**src/rtl/tad_pkg.sv**
```systemverilog
// ----------------------------------------------------------------------------
// Teletext attribute decoder package
// Shared constants, the cell descriptor type and the mosaic row function.
// ----------------------------------------------------------------------------
`default_nettype none

package tad_pkg;

  localparam int COLUMNS = 40;
  localparam int ROWS    = 25;

  localparam logic [7:0] CODE_FLAG      = 8'h80;
  localparam logic [7:0] CODE_DBL_ON    = 8'd141;
  localparam logic [7:0] CODE_DBL_OFF   = 8'd140;
  localparam logic [7:0] CODE_FLASH     = 8'd136;
  localparam logic [7:0] CODE_STEADY    = 8'd137;
  localparam logic [7:0] CODE_CONCEAL   = 8'd152;
  localparam logic [7:0] CODE_CONTIG    = 8'd153;
  localparam logic [7:0] CODE_SEPARATED = 8'd154;
  localparam logic [7:0] CODE_NEW_BG    = 8'd157;
  localparam logic [7:0] CODE_HOLD      = 8'd158;
  localparam logic [7:0] CODE_RELEASE   = 8'd159;
  localparam logic [7:0] CODE_ALPHA_LO  = 8'd129;
  localparam logic [7:0] CODE_ALPHA_HI  = 8'd135;
  localparam logic [7:0] CODE_GFX_LO    = 8'd145;
  localparam logic [7:0] CODE_GFX_HI    = 8'd151;

  localparam logic [6:0] CHAR_SPACE = 7'd32;

  localparam logic [7:0] MASK_CONTIG    = 8'hFF;
  localparam logic [7:0] MASK_SEPARATED = 8'hEE;
  localparam logic [7:0] LEFT_HALF      = 8'd240;
  localparam logic [7:0] RIGHT_HALF     = 8'd15;

  typedef struct packed {
    logic [2:0] fg;
    logic [2:0] bg;
    logic       flash;
    logic       mosaic;
    logic [6:0] wc;
    logic       dbl;
    logic       lower;
    logic       contig;
    logic [5:0] col;
    logic [4:0] row;
  } desc_t;

  function automatic logic [7:0] mosaic_line(input logic [6:0] ch, input logic [2:0] r,
                                             input logic contig);
    logic [7:0] mask;
    logic [7:0] top;
    logic [7:0] mid;
    logic [7:0] bot;
    logic [7:0] res;
    mask = contig ? MASK_CONTIG : MASK_SEPARATED;
    top  = (ch[0] ? LEFT_HALF : 8'd0) | (ch[1] ? RIGHT_HALF : 8'd0);
    mid  = (ch[2] ? LEFT_HALF : 8'd0) | (ch[3] ? RIGHT_HALF : 8'd0);
    bot  = (ch[4] ? LEFT_HALF : 8'd0) | (ch[6] ? RIGHT_HALF : 8'd0);
    case (r)
      3'd0, 3'd1: res = top & mask;
      3'd2:       res = contig ? (top & mask) : 8'd0;
      3'd3:       res = mid & mask;
      3'd4:       res = contig ? (mid & mask) : 8'd0;
      3'd5, 3'd6: res = bot & mask;
      default:    res = contig ? (bot & mask) : 8'd0;
    endcase
    return res;
  endfunction

endpackage

`default_nettype wire

```
**src/rtl/tad_front.sv**
```systemverilog
// ----------------------------------------------------------------------------
// Teletext attribute decoder front end
// Accepts character bytes, tracks the serial attributes and the cell position
// and produces one cell descriptor per character.
// ----------------------------------------------------------------------------
`default_nettype none

module tad_front
  import tad_pkg::*;
(
  input  wire logic       clk,
  input  wire logic       rst,
  input  wire logic       push,
  input  wire logic       full,
  input  wire logic [7:0] char_byte,
  output logic            wr,
  output desc_t           wr_desc
);

  logic [5:0] column_count, column_count_next;
  logic [4:0] row_count, row_count_next;
  logic [2:0] fore_index, fore_index_next;
  logic [2:0] back_index, back_index_next;
  logic       graphics_mode, graphics_mode_next;
  logic       contiguous_mode, contiguous_mode_next;
  logic       conceal_mode, conceal_mode_next;
  logic       double_height_mode, double_height_mode_next;
  logic       hold_mode, hold_mode_next;
  logic       flash_mode, flash_mode_next;
  logic [6:0] held_mosaic, held_mosaic_next;
  logic       row_used_double, row_used_double_next;
  logic       lower_half, lower_half_next;

  logic [7:0] code;
  logic [6:0] wc;
  logic       mosaic;
  logic [6:0] col_inc;
  logic [5:0] row_inc;

  assign wr   = push && !full;
  assign code = char_byte | CODE_FLAG;

  always_comb begin
    fore_index_next         = fore_index;
    back_index_next         = back_index;
    graphics_mode_next      = graphics_mode;
    contiguous_mode_next    = contiguous_mode;
    conceal_mode_next       = conceal_mode;
    double_height_mode_next = double_height_mode;
    hold_mode_next          = hold_mode;
    flash_mode_next         = flash_mode;
    row_used_double_next    = row_used_double;
    if (code >= CODE_ALPHA_LO && code <= CODE_ALPHA_HI) begin
      graphics_mode_next = 1'b0;
      fore_index_next    = code[2:0];
      conceal_mode_next  = 1'b0;
    end
    if (code >= CODE_GFX_LO && code <= CODE_GFX_HI) begin
      graphics_mode_next = 1'b1;
      fore_index_next    = code[2:0];
      conceal_mode_next  = 1'b0;
    end
    if (code == CODE_NEW_BG) back_index_next = fore_index_next;
    if (code == CODE_DBL_ON) begin
      double_height_mode_next = 1'b1;
      row_used_double_next    = 1'b1;
    end
    if (code == CODE_DBL_OFF) double_height_mode_next = 1'b0;
    if (code == CODE_FLASH) flash_mode_next = 1'b1;
    if (code == CODE_STEADY) flash_mode_next = 1'b0;
    if (code == CODE_CONTIG) contiguous_mode_next = 1'b1;
    if (code == CODE_SEPARATED) contiguous_mode_next = 1'b0;
    if (code == CODE_CONCEAL) conceal_mode_next = 1'b1;
    if (code == CODE_HOLD) hold_mode_next = 1'b1;
    if (code == CODE_RELEASE) hold_mode_next = 1'b0;

    wc = code[6:0];
    if (wc >= CHAR_SPACE && conceal_mode_next) wc = CHAR_SPACE;
    if (wc < CHAR_SPACE) wc = hold_mode_next ? held_mosaic : CHAR_SPACE;

    mosaic = graphics_mode_next &&
             ((wc >= 7'd33 && wc <= 7'd63) || (wc >= 7'd95));
    held_mosaic_next = mosaic ? wc : held_mosaic;

    wr_desc.fg     = fore_index_next;
    wr_desc.bg     = back_index_next;
    wr_desc.flash  = flash_mode_next;
    wr_desc.mosaic = mosaic;
    wr_desc.wc     = wc;
    wr_desc.dbl    = double_height_mode_next;
    wr_desc.lower  = lower_half;
    wr_desc.contig = contiguous_mode_next;
    wr_desc.col    = column_count;
    wr_desc.row    = row_count;

    col_inc            = {1'b0, column_count} + 7'd1;
    row_inc            = {1'b0, row_count} + 6'd1;
    column_count_next  = col_inc[5:0];
    row_count_next     = row_count;
    lower_half_next    = lower_half;
    if (col_inc >= 7'(COLUMNS)) begin
      column_count_next       = 6'd0;
      lower_half_next         = row_used_double_next ? !lower_half : 1'b0;
      fore_index_next         = 3'd7;
      back_index_next         = 3'd0;
      graphics_mode_next      = 1'b0;
      contiguous_mode_next    = 1'b1;
      conceal_mode_next       = 1'b0;
      double_height_mode_next = 1'b0;
      hold_mode_next          = 1'b0;
      flash_mode_next         = 1'b0;
      held_mosaic_next        = CHAR_SPACE;
      row_used_double_next    = 1'b0;
      if (row_inc >= 6'(ROWS)) begin
        row_count_next  = 5'd0;
        lower_half_next = 1'b0;
      end else begin
        row_count_next = row_inc[4:0];
      end
    end
  end

  always_ff @(posedge clk) begin
    if (rst) begin
      column_count       <= 6'd0;
      row_count          <= 5'd0;
      fore_index         <= 3'd7;
      back_index         <= 3'd0;
      graphics_mode      <= 1'b0;
      contiguous_mode    <= 1'b1;
      conceal_mode       <= 1'b0;
      double_height_mode <= 1'b0;
      hold_mode          <= 1'b0;
      flash_mode         <= 1'b0;
      held_mosaic        <= CHAR_SPACE;
      row_used_double    <= 1'b0;
      lower_half         <= 1'b0;
    end else if (wr) begin
      column_count       <= column_count_next;
      row_count          <= row_count_next;
      fore_index         <= fore_index_next;
      back_index         <= back_index_next;
      graphics_mode      <= graphics_mode_next;
      contiguous_mode    <= contiguous_mode_next;
      conceal_mode       <= conceal_mode_next;
      double_height_mode <= double_height_mode_next;
      hold_mode          <= hold_mode_next;
      flash_mode         <= flash_mode_next;
      held_mosaic        <= held_mosaic_next;
      row_used_double    <= row_used_double_next;
      lower_half         <= lower_half_next;
    end
  end

endmodule

`default_nettype wire

```
**src/rtl/tad_fifo.sv**
```systemverilog
// ----------------------------------------------------------------------------
// Teletext attribute decoder descriptor queue
// Two-entry queue of cell descriptors between the front and back ends.
// ----------------------------------------------------------------------------
`default_nettype none

module tad_fifo
  import tad_pkg::*;
(
  input  wire logic  clk,
  input  wire logic  rst,
  input  wire logic  wr,
  input  wire desc_t wr_desc,
  output logic       full,
  input  wire logic  rd,
  output logic       rd_valid,
  output desc_t      rd_desc
);

  desc_t      entries [2];
  logic       wr_ptr;
  logic       rd_ptr;
  logic [1:0] count;

  assign full     = (count == 2'd2);
  assign rd_valid = (count != 2'd0);
  assign rd_desc  = entries[rd_ptr];

  always_ff @(posedge clk) begin
    if (wr) entries[wr_ptr] <= wr_desc;
  end

  always_ff @(posedge clk) begin
    if (rst) begin
      wr_ptr <= 1'b0;
      rd_ptr <= 1'b0;
      count  <= 2'd0;
    end else begin
      if (wr) wr_ptr <= !wr_ptr;
      if (rd) rd_ptr <= !rd_ptr;
      count <= count + {1'b0, wr} - {1'b0, rd};
    end
  end

endmodule

`default_nettype wire

```
**src/rtl/tad_back.sv**
```systemverilog
// ----------------------------------------------------------------------------
// Teletext attribute decoder back end
// Expands one cell descriptor into eight scanline words.
// ----------------------------------------------------------------------------
`default_nettype none

module tad_back
  import tad_pkg::*;
(
  input  wire logic       clk,
  input  wire logic       rst,
  input  wire logic       cfg_we,
  input  wire logic       cfg_data,
  input  wire logic       in_valid,
  input  wire desc_t      in_desc,
  output logic            take,
  output logic            empty,
  input  wire logic       pop,
  output logic [2:0]      fg_colour,
  output logic [2:0]      bg_colour,
  output logic            hide_fore,
  output logic            use_mosaic,
  output logic [7:0]      mosaic_row,
  output logic [6:0]      glyph_code,
  output logic [2:0]      glyph_row,
  output logic [2:0]      scan_row,
  output logic [5:0]      cell_column,
  output logic [4:0]      cell_row,
  output logic            last
);

  desc_t      cur;
  logic       busy;
  logic [2:0] scan;
  logic       flash_phase;
  logic [2:0] gr;
  logic       done;

  assign done  = pop && busy && (scan == 3'd7);
  assign take  = in_valid && (!busy || done);
  assign empty = !busy;
  assign gr    = cur.dbl ? {cur.lower, scan[2:1]} : scan;

  assign fg_colour   = cur.fg;
  assign bg_colour   = cur.bg;
  assign hide_fore   = cur.flash && flash_phase;
  assign use_mosaic  = cur.mosaic;
  assign mosaic_row  = cur.mosaic ? mosaic_line(cur.wc, gr, cur.contig) : 8'd0;
  assign glyph_code  = cur.mosaic ? 7'd0 : cur.wc;
  assign glyph_row   = gr;
  assign scan_row    = scan;
  assign cell_column = cur.col;
  assign cell_row    = cur.row;
  assign last        = (scan == 3'd7);

  always_ff @(posedge clk) begin
    if (take) cur <= in_desc;
  end

  always_ff @(posedge clk) begin
    if (rst) begin
      busy        <= 1'b0;
      scan        <= 3'd0;
      flash_phase <= 1'b0;
    end else begin
      if (cfg_we) flash_phase <= cfg_data;
      if (take) begin
        busy <= 1'b1;
        scan <= 3'd0;
      end else if (done) begin
        busy <= 1'b0;
        scan <= 3'd0;
      end else if (pop && busy) begin
        scan <= scan + 3'd1;
      end
    end
  end

  a_idle_scan_zero: assert property (@(posedge clk) disable iff (rst)
    !busy |-> scan == 3'd0)
    else $error("scan counter not cleared while idle");

  a_scan_advance: assert property (@(posedge clk) disable iff (rst)
    (busy && pop && scan != 3'd7) |=> busy && scan == $past(scan) + 3'd1)
    else $error("scanline word did not advance after pop");

  a_stall_hold: assert property (@(posedge clk) disable iff (rst)
    (busy && !pop) |=> busy && $stable(scan) && $stable(cur))
    else $error("waiting word changed without pop");

  a_done_reload: assert property (@(posedge clk) disable iff (rst)
    (done && !in_valid) |=> !busy)
    else $error("back end stayed busy after last word with no descriptor");

endmodule

`default_nettype wire

```
**src/rtl/teletext_attribute_decoder.sv**
```systemverilog
// ----------------------------------------------------------------------------
// Teletext attribute decoder
// Serial attribute decoder producing eight scanline words per character.
// ----------------------------------------------------------------------------
// Each pushed character byte produces eight scanline words in the back end,
// one per cycle while pop is held. The front end decodes attributes in the
// cycle of the push and places a cell descriptor in a two-entry queue, so up
// to two characters may be pushed ahead of the words being drained.
// flash_phase is written through cfg_we and cfg_data into a register in the
// back end.
// ----------------------------------------------------------------------------
`default_nettype none

module teletext_attribute_decoder
  import tad_pkg::*;
(
  input  wire logic       clk,
  input  wire logic       rst,
  input  wire logic       cfg_we,
  input  wire logic       cfg_data,
  input  wire logic       push,
  output logic            full,
  input  wire logic [7:0] char_byte,
  output logic            empty,
  input  wire logic       pop,
  output logic [2:0]      fg_colour,
  output logic [2:0]      bg_colour,
  output logic            hide_fore,
  output logic            use_mosaic,
  output logic [7:0]      mosaic_row,
  output logic [6:0]      glyph_code,
  output logic [2:0]      glyph_row,
  output logic [2:0]      scan_row,
  output logic [5:0]      cell_column,
  output logic [4:0]      cell_row,
  output logic            last
);

  logic  wr;
  desc_t wr_desc;
  logic  rd;
  logic  rd_valid;
  desc_t rd_desc;

  tad_front u_front (
    .clk       (clk),
    .rst       (rst),
    .push      (push),
    .full      (full),
    .char_byte (char_byte),
    .wr        (wr),
    .wr_desc   (wr_desc)
  );

  tad_fifo u_fifo (
    .clk      (clk),
    .rst      (rst),
    .wr       (wr),
    .wr_desc  (wr_desc),
    .full     (full),
    .rd       (rd),
    .rd_valid (rd_valid),
    .rd_desc  (rd_desc)
  );

  tad_back u_back (
    .clk         (clk),
    .rst         (rst),
    .cfg_we      (cfg_we),
    .cfg_data    (cfg_data),
    .in_valid    (rd_valid),
    .in_desc     (rd_desc),
    .take        (rd),
    .empty       (empty),
    .pop         (pop),
    .fg_colour   (fg_colour),
    .bg_colour   (bg_colour),
    .hide_fore   (hide_fore),
    .use_mosaic  (use_mosaic),
    .mosaic_row  (mosaic_row),
    .glyph_code  (glyph_code),
    .glyph_row   (glyph_row),
    .scan_row    (scan_row),
    .cell_column (cell_column),
    .cell_row    (cell_row),
    .last        (last)
  );

endmodule

`default_nettype wire

```
**config.mk**
```make
export PLATFORM = sky130hd
export DESIGN_NAME = teletext_attribute_decoder
export DESIGN_NICKNAME = d
export VERILOG_FILES = /design/src/rtl/tad_pkg.sv /design/src/rtl/tad_front.sv /design/src/rtl/tad_fifo.sv /design/src/rtl/tad_back.sv /design/src/rtl/teletext_attribute_decoder.sv
export SDC_FILE = /design/constraint.sdc
export NUM_CORES = 1
export LEC_CHECK = 0
export BUFFER_PORTS_ARGS = -buffer_cell sky130_fd_sc_hd__buf_4
export CORE_MARGIN = 5
export CORE_UTILIZATION = 41
export CTS_BUF_LIST = sky130_fd_sc_hd__clkbuf_16
export DETAILED_ROUTE_END_ITERATION = 12
export MAX_ROUTING_LAYER = met4
export PLACE_DENSITY = 0.63
export SETUP_SLACK_MARGIN = 0.4
export SYNTH_ARGS = -nofsm -noshare
export SYNTH_HDL_FRONTEND = slang
export SYNTH_SLANG_ARGS = --single-unit
```
**constraint.sdc**
```tcl
create_clock -name clk -period 3.9 [get_ports clk]
set_input_delay 0.195 -clock clk [delete_from_list [all_inputs] [get_ports clk]]
set_output_delay 0.195 -clock clk [all_outputs]
set_load 0.05 [all_outputs]
```
# Yosys cells after proc, flatten, opt, wreduce, memory -nomap -nowiden
# Memory sizes are Yosys's and may differ from the RTL's. A register that Yosys moved wholly into a read port is not among the register bits.
# Cells that the tools add are included.
# Widths: inputs -> output; s select.
[totals] reg_bits=41 ramBits=58 out_inout_bits=43 elab_cells=139 n_memories=1
[memory_table] memory="u_fifo.entries" words=2 width=29 rd=1 rd_clocked_by_memory_dff=1 write_ports=1 line="tad_fifo.sv:20" source="desc_t entries [2];"
[op_classes] n_addsub=5 magnitude_cmp=11 eq_ne=18 mux=53 n_bitwise=6 n_reduce_logical=26
[ops] op="$mux 8" count=7
[ops] op="$eq 7x5->1 const B" count=6
[ops] op="$mux 7" count=6
[ops] op="$pmux 8 s5" count=1
[ops] op="$eq 7x4->1 const B" count=4
[ops] op="$mux 1" count=27
[ops] op="$and 8x8->8" count=3
[ops] op="$or 8x8->8" count=3
[ops] op="$ge 7x6->1 const B" count=3
[ops] op="$mux 3" count=6
[ops] op="$ge 8x8->1 const B" count=2
[ops] op="$le 8x8->1 const B" count=2
[ops] op="$eq 3x3->1 const B" count=4
[ops] op="$mux 4" count=3
[ops] op="$logic_and 1x1->1" count=10
[ops] op="$mux 5" count=2
[ops] op="$add 6x1->7 const B" count=1
[ops] op="$ge 7x7->1 const B" count=1
[ops] op="$le 7x6->1 const B" count=1
[ops] op="$lt 7x6->1 const B" count=1
[ops] op="$add 5x1->6 const B" count=1
[ops] op="$eq 3x2->1 const B" count=2
[ops] op="$ge 6x5->1 const B" count=1
[ops] op="$mux 6" count=1
[ops] op="12 further kinds" count=21

# Longest topological paths before layout
[depth] ltp_word=15 depth_mapped=11 mapped_depth_nobuf=10

# By module
# Synthesis repeated with hierarchy kept, for this count alone.
[unflattened] hier_cells=531 hier_area_um2=6193.4
[by_module_without_submodules] mod="tad_fifo" n_inst=1 cells_each=111 area_each_um2=2352.3
[by_module_without_submodules] mod="tad_front" n_inst=1 cells_each=279 area_each_um2=2182.1
[by_module_without_submodules] mod="tad_back" n_inst=1 cells_each=141 area_each_um2=1659.1

# Least setup slack after synthesis
# No wires, ideal clock.
[synth_path] path_kind="flip-flop to flip-flop" start="reg u_back.scan[1] (netlist: u_back.scan_row[1])" end="reg u_fifo.count[1]" setup_ns=0.128 arrival_time_ns=4.148 required_ns=3.772 slack_ns=-0.375 stages_incl_launch_ff=11 period_less_slack_ns=4.275 cell_sequence="dfxtp_1 ha_1 ha_1 nand2_1 a21oi_1 ha_1 inv_1 ha_1 xor2_1 xnor2_1 nor2_1"
[synth_between] elab_chain_cells=5
[synth_lines] item="from (decl)" line="tad_back.sv:34" source="logic [2:0] scan;"
[synth_lines] item="from (signal assigned)" line="tad_back.sv:74" source="scan <= scan + 3'd1;"
[synth_lines] item="$eq 3x3->1"
[synth_lines] item="named net last" line="teletext_attribute_decoder.sv:36" source="output logic last"
[synth_lines] item="$logic_and 1x1->1" line="tad_back.sv:39" source="assign done = pop && busy && (scan == 3'd7);"
[synth_lines] item="$logic_or 1x1->1" line="tad_back.sv:40" source="assign take = in_valid && (!busy || done);"
[synth_lines] item="$logic_and 1x1->1" line="tad_back.sv:40"
[synth_lines] item="named net rd" line="teletext_attribute_decoder.sv:41" source="logic rd;"
[synth_lines] item="$sub 2x1->2" line="tad_fifo.sv:41" source="count <= count + {1'b0, wr} - {1'b0, rd};"
[synth_lines] item="to (signal assigned)" line="tad_fifo.sv:41"
[synth_lines] item="to (decl)" line="tad_fifo.sv:23" source="logic [1:0] count;"
# The timed path passes the listed nets, and every way through them passes these cells.
# A chain may end at the register's enable or synchronous reset.

# Worst setup path in the final report
[layout_path] start="reg u_back.cur[13] (netlist name)" end="out mosaic_row[5]"
[layout_between] elab_chain_cells=5 elab_cells_between_ends=12 cone_classes="eq/ne: 6; mux: 3; reduce/logical: 3"
[layout_lines] item="$mux 3 (*)" line="tad_back.sv:42" source="assign gr = cur.dbl ? {cur.lower, scan[2:1]} : scan;"
[layout_lines] item="$eq 3x3->1, or another cell as far along" line="tad_pkg.sv:59" source="case (r)"
[layout_lines] item="$reduce_or 2->1" line="tad_pkg.sv:59"
[layout_lines] item="$pmux 8 s5 (*)" line="tad_pkg.sv:59"
[layout_lines] item="$mux 8 (*)" line="tad_back.sv:48" source="assign mosaic_row = cur.mosaic ? mosaic_line(cur.wc, gr, cur.contig) : 8'd0;"
[layout_lines] item="to (decl)" line="teletext_attribute_decoder.sv:30" source="output logic [7:0] mosaic_row,"
# Mark *: on every way between the ends. The rest lies on a longest branch, timed or not.

==> impl_metrics.toml <==
[logic_synthesis]
synth_cell_type_count = 64
synth-seq-cells = 128
yosys_warnings = 0
synth_area_leader_cell = "edfxtp_1"
syn-instance-count = 485
synth_edf_count = 87
synthesis.area_um2 = 5800
ys_seq_area_frac = 0.592
syn_nets = 506
synthFlopType = "edfxtp_1"
synth_area_per_cell_um2 = 12.0
ys_async_sr_fraction = 0
synth_area_leaders = "edfxtp_1 45%, dfxtp_1 14%, mux2_2 5.8%"
synth_top_area_frac = 0.450

[power_and_ir_drop]
power.leakage_nw = 2.47
ir_drop_mv = 0.267
cellPowerDensity_nw_per_um2 = 743

[placement]
hpwlAfterDp_mm = 7.73
port_buffers = 55
gp_congestion = 0.882

[cts]
post_cts_resized = 0
clkSinkCount = 128
tritoncts = "built"
clkTransAtPathRegs_ns = 0.05
clk_latency_ns = 0.41
cts_root_buffer = "clkbuf_16"
cts_setup_buffers = 0
holdBufCountCts = 0
h-tree-depth = 4
clk_path_buf_depth = 2
numCtsBuffers = 17

[cells_and_area]
insertedDiodeCount = 0
final_common_cell = "edfxtp_1"
multi_input_area_um2 = 2060
nets = 547
fin_util = 0.495
register_area_um2 = 3430
area_growth_pct = 18.4
layout-drive-gt1-share = 0.260
final_cell_mix = "87 x edfxtp_1, 60 x buf_4, 42 x nand2_1"
fill_cells = 1206

[detailed_routing]
antenna_left = 0
firstDrtPassIters = 5
drt_iter0_markers = 273
wl_per_cell_um = 15.7
via_per_inst = 5.38
drc = 0
via_count = 3868
routed_wl_mm = 11.3

[sta]
worst_pin_slew_ns = 0.697
fmax_mhz = 385
maxSlewHeadroom = 0.535
hold_violations = 0
slew_violations = 0
finalSetupTns_ns = 0
clock_skew_ns = 0.00656
setup_viol = 0
post-route-min-period_ns = 2.60
fin_crit_sh = 0.666
fin_hold_ws_ns = 0.0285
rsz0062_at_grt = "no"

[setup_path]
critPathRequiredTime_ns = 3.70
crit_arrival_ns = 2.40
end_kind = "output pin"
worstSetupStartpointType = "flip-flop"
crit_path_max_fanout = 5
critPathKind = "flip-flop to output pin"

[global_route]
grt_max_degree = 32
grt_usage = 0.147
overflow = 0
grt_pass1_wl_mm = 18.7
grt_pass1_vias = 3826
grt_antenna_before_repair = 0

[floorplan]
die_x_um = 129
rows = 43
ios = 57
start_util = 0.418
dieArea_um2 = 16600
core-area_um2 = 13900
dieHeight_um = 129

[status]
status = "finished, final reports clean"

[min_path]
hold_class = "primary input to flip-flop"

[flow_run]
max_cap_viol_count = 0
-- area by class of cell --
class	count	share of cell area
sequential	128	0.500
multi-input combinational	297	0.301
tap	180	0.0328
timing repair buffer	61	0.0685
clock buffer	17	0.0620
inverter	21	0.0115
clock inverter	15	0.0246
-- state kept, by name, summed over array words and instances (netlist names), 2 cells and up --
name / count
u_fifo.entries: 58
u_back.cur: 11
u_front.held_mosaic: 7
u_back.cell_column: 6
u_front.column_count: 6
u_back.cell_row: 5
u_front.row_count: 5
u_back.bg_colour: 3
u_back.fg_colour: 3
u_back.scan_row: 3
u_front.back_index: 3
u_front.fore_index: 3
u_fifo.count: 2
-- per-stage QoR --
| step | total power [mW] | setup slack [ns] | std cells | instance area, um2 |
|---|---|---|---|---|
| floorplan | 3.23 | 0.414 | 485 | 5810 |
| global placement | 3.55 | 1.63 | 687 | 6270 |
| detailed placement | 3.58 | 1.53 | 687 | 6270 |
| CTS | 5.15 | 1.28 | 719 | 6870 |
| global route | 5.33 | 1.16 | 719 | 6870 |
| finish | 5.10 | 1.30 | 719 | 6870 |
-- synth_stat cells (4+ instances only) --
cell and number:
a21oi_1 27, a32oi_1 8, and3_1 4, buf_2 4
buf_4 23, clkbuf_1 10, dfxtp_1 41, edfxtp_1 87
ha_1 7, inv_1 21, mux2_2 30, mux2i_1 11
nand2_1 42, nand3_1 17, nand4_1 6, nor2_1 32
nor2b_1 8, nor3_1 8, o211ai_1 7, o21ai_0 15
o22ai_1 4, xnor2_1 4, xor2_1 4
-- final timing paths --
| kind | start | cells after the start | slack, ns | endpoint |
|---|---|---|---|---|
| min reg2reg | u_front.flash_mode | 2 | 0.45 | u_front.flash_mode |
| max reg2reg | u_front.column_count[0] | 7 | 1.49 | u_front.held_mosaic[3] |
| max | u_back.cur[13] | 7 | 1.30 | mosaic_row[5] |
| min | cfg_data | 3 | 0.03 | u_back.flash_phase |
-- kinds of logic after synthesis --
group | share of synthesized area
compound gates | 0.110
simple gates | 0.136
mux | 0.0796
buf+inv | 0.0546
xor+xnor | 0.0121
flops | 0.592
fa+ha+maj | 0.0151
-- critical path, stage by stage (launching register included) --
cell and delay [ns]:
edfxtp_1 0.43, mux2i_1 0.47, xor2_1 0.26, nand2_1 0.07
o21ai_0 0.10, o21bai_1 0.09, a21boi_0 0.31, buf_4 0.27
-- where the power goes --
group	total [mW]	internal (mW)	leakage [nW]	switching, mW
Clock	1.57	0.998	0.278	0.570
Combinational	1.59	0.515	1.04	1.08
Sequential	1.94	1.81	1.15	0.126
Total	5.10	3.32	2.47	1.78
-- routing by layer --
layer	up-vias	share of wire	routed length [um]	track usage
li1	1883	-	-	-
met1	1865	0.46	5240	0.183
met2	105	0.48	5410	0.233
met3	15	0.046	521	0.0361
met4	0	0.013	142	0.0525
met5	-	0	0	-
(Power assumes the default switching activity.)
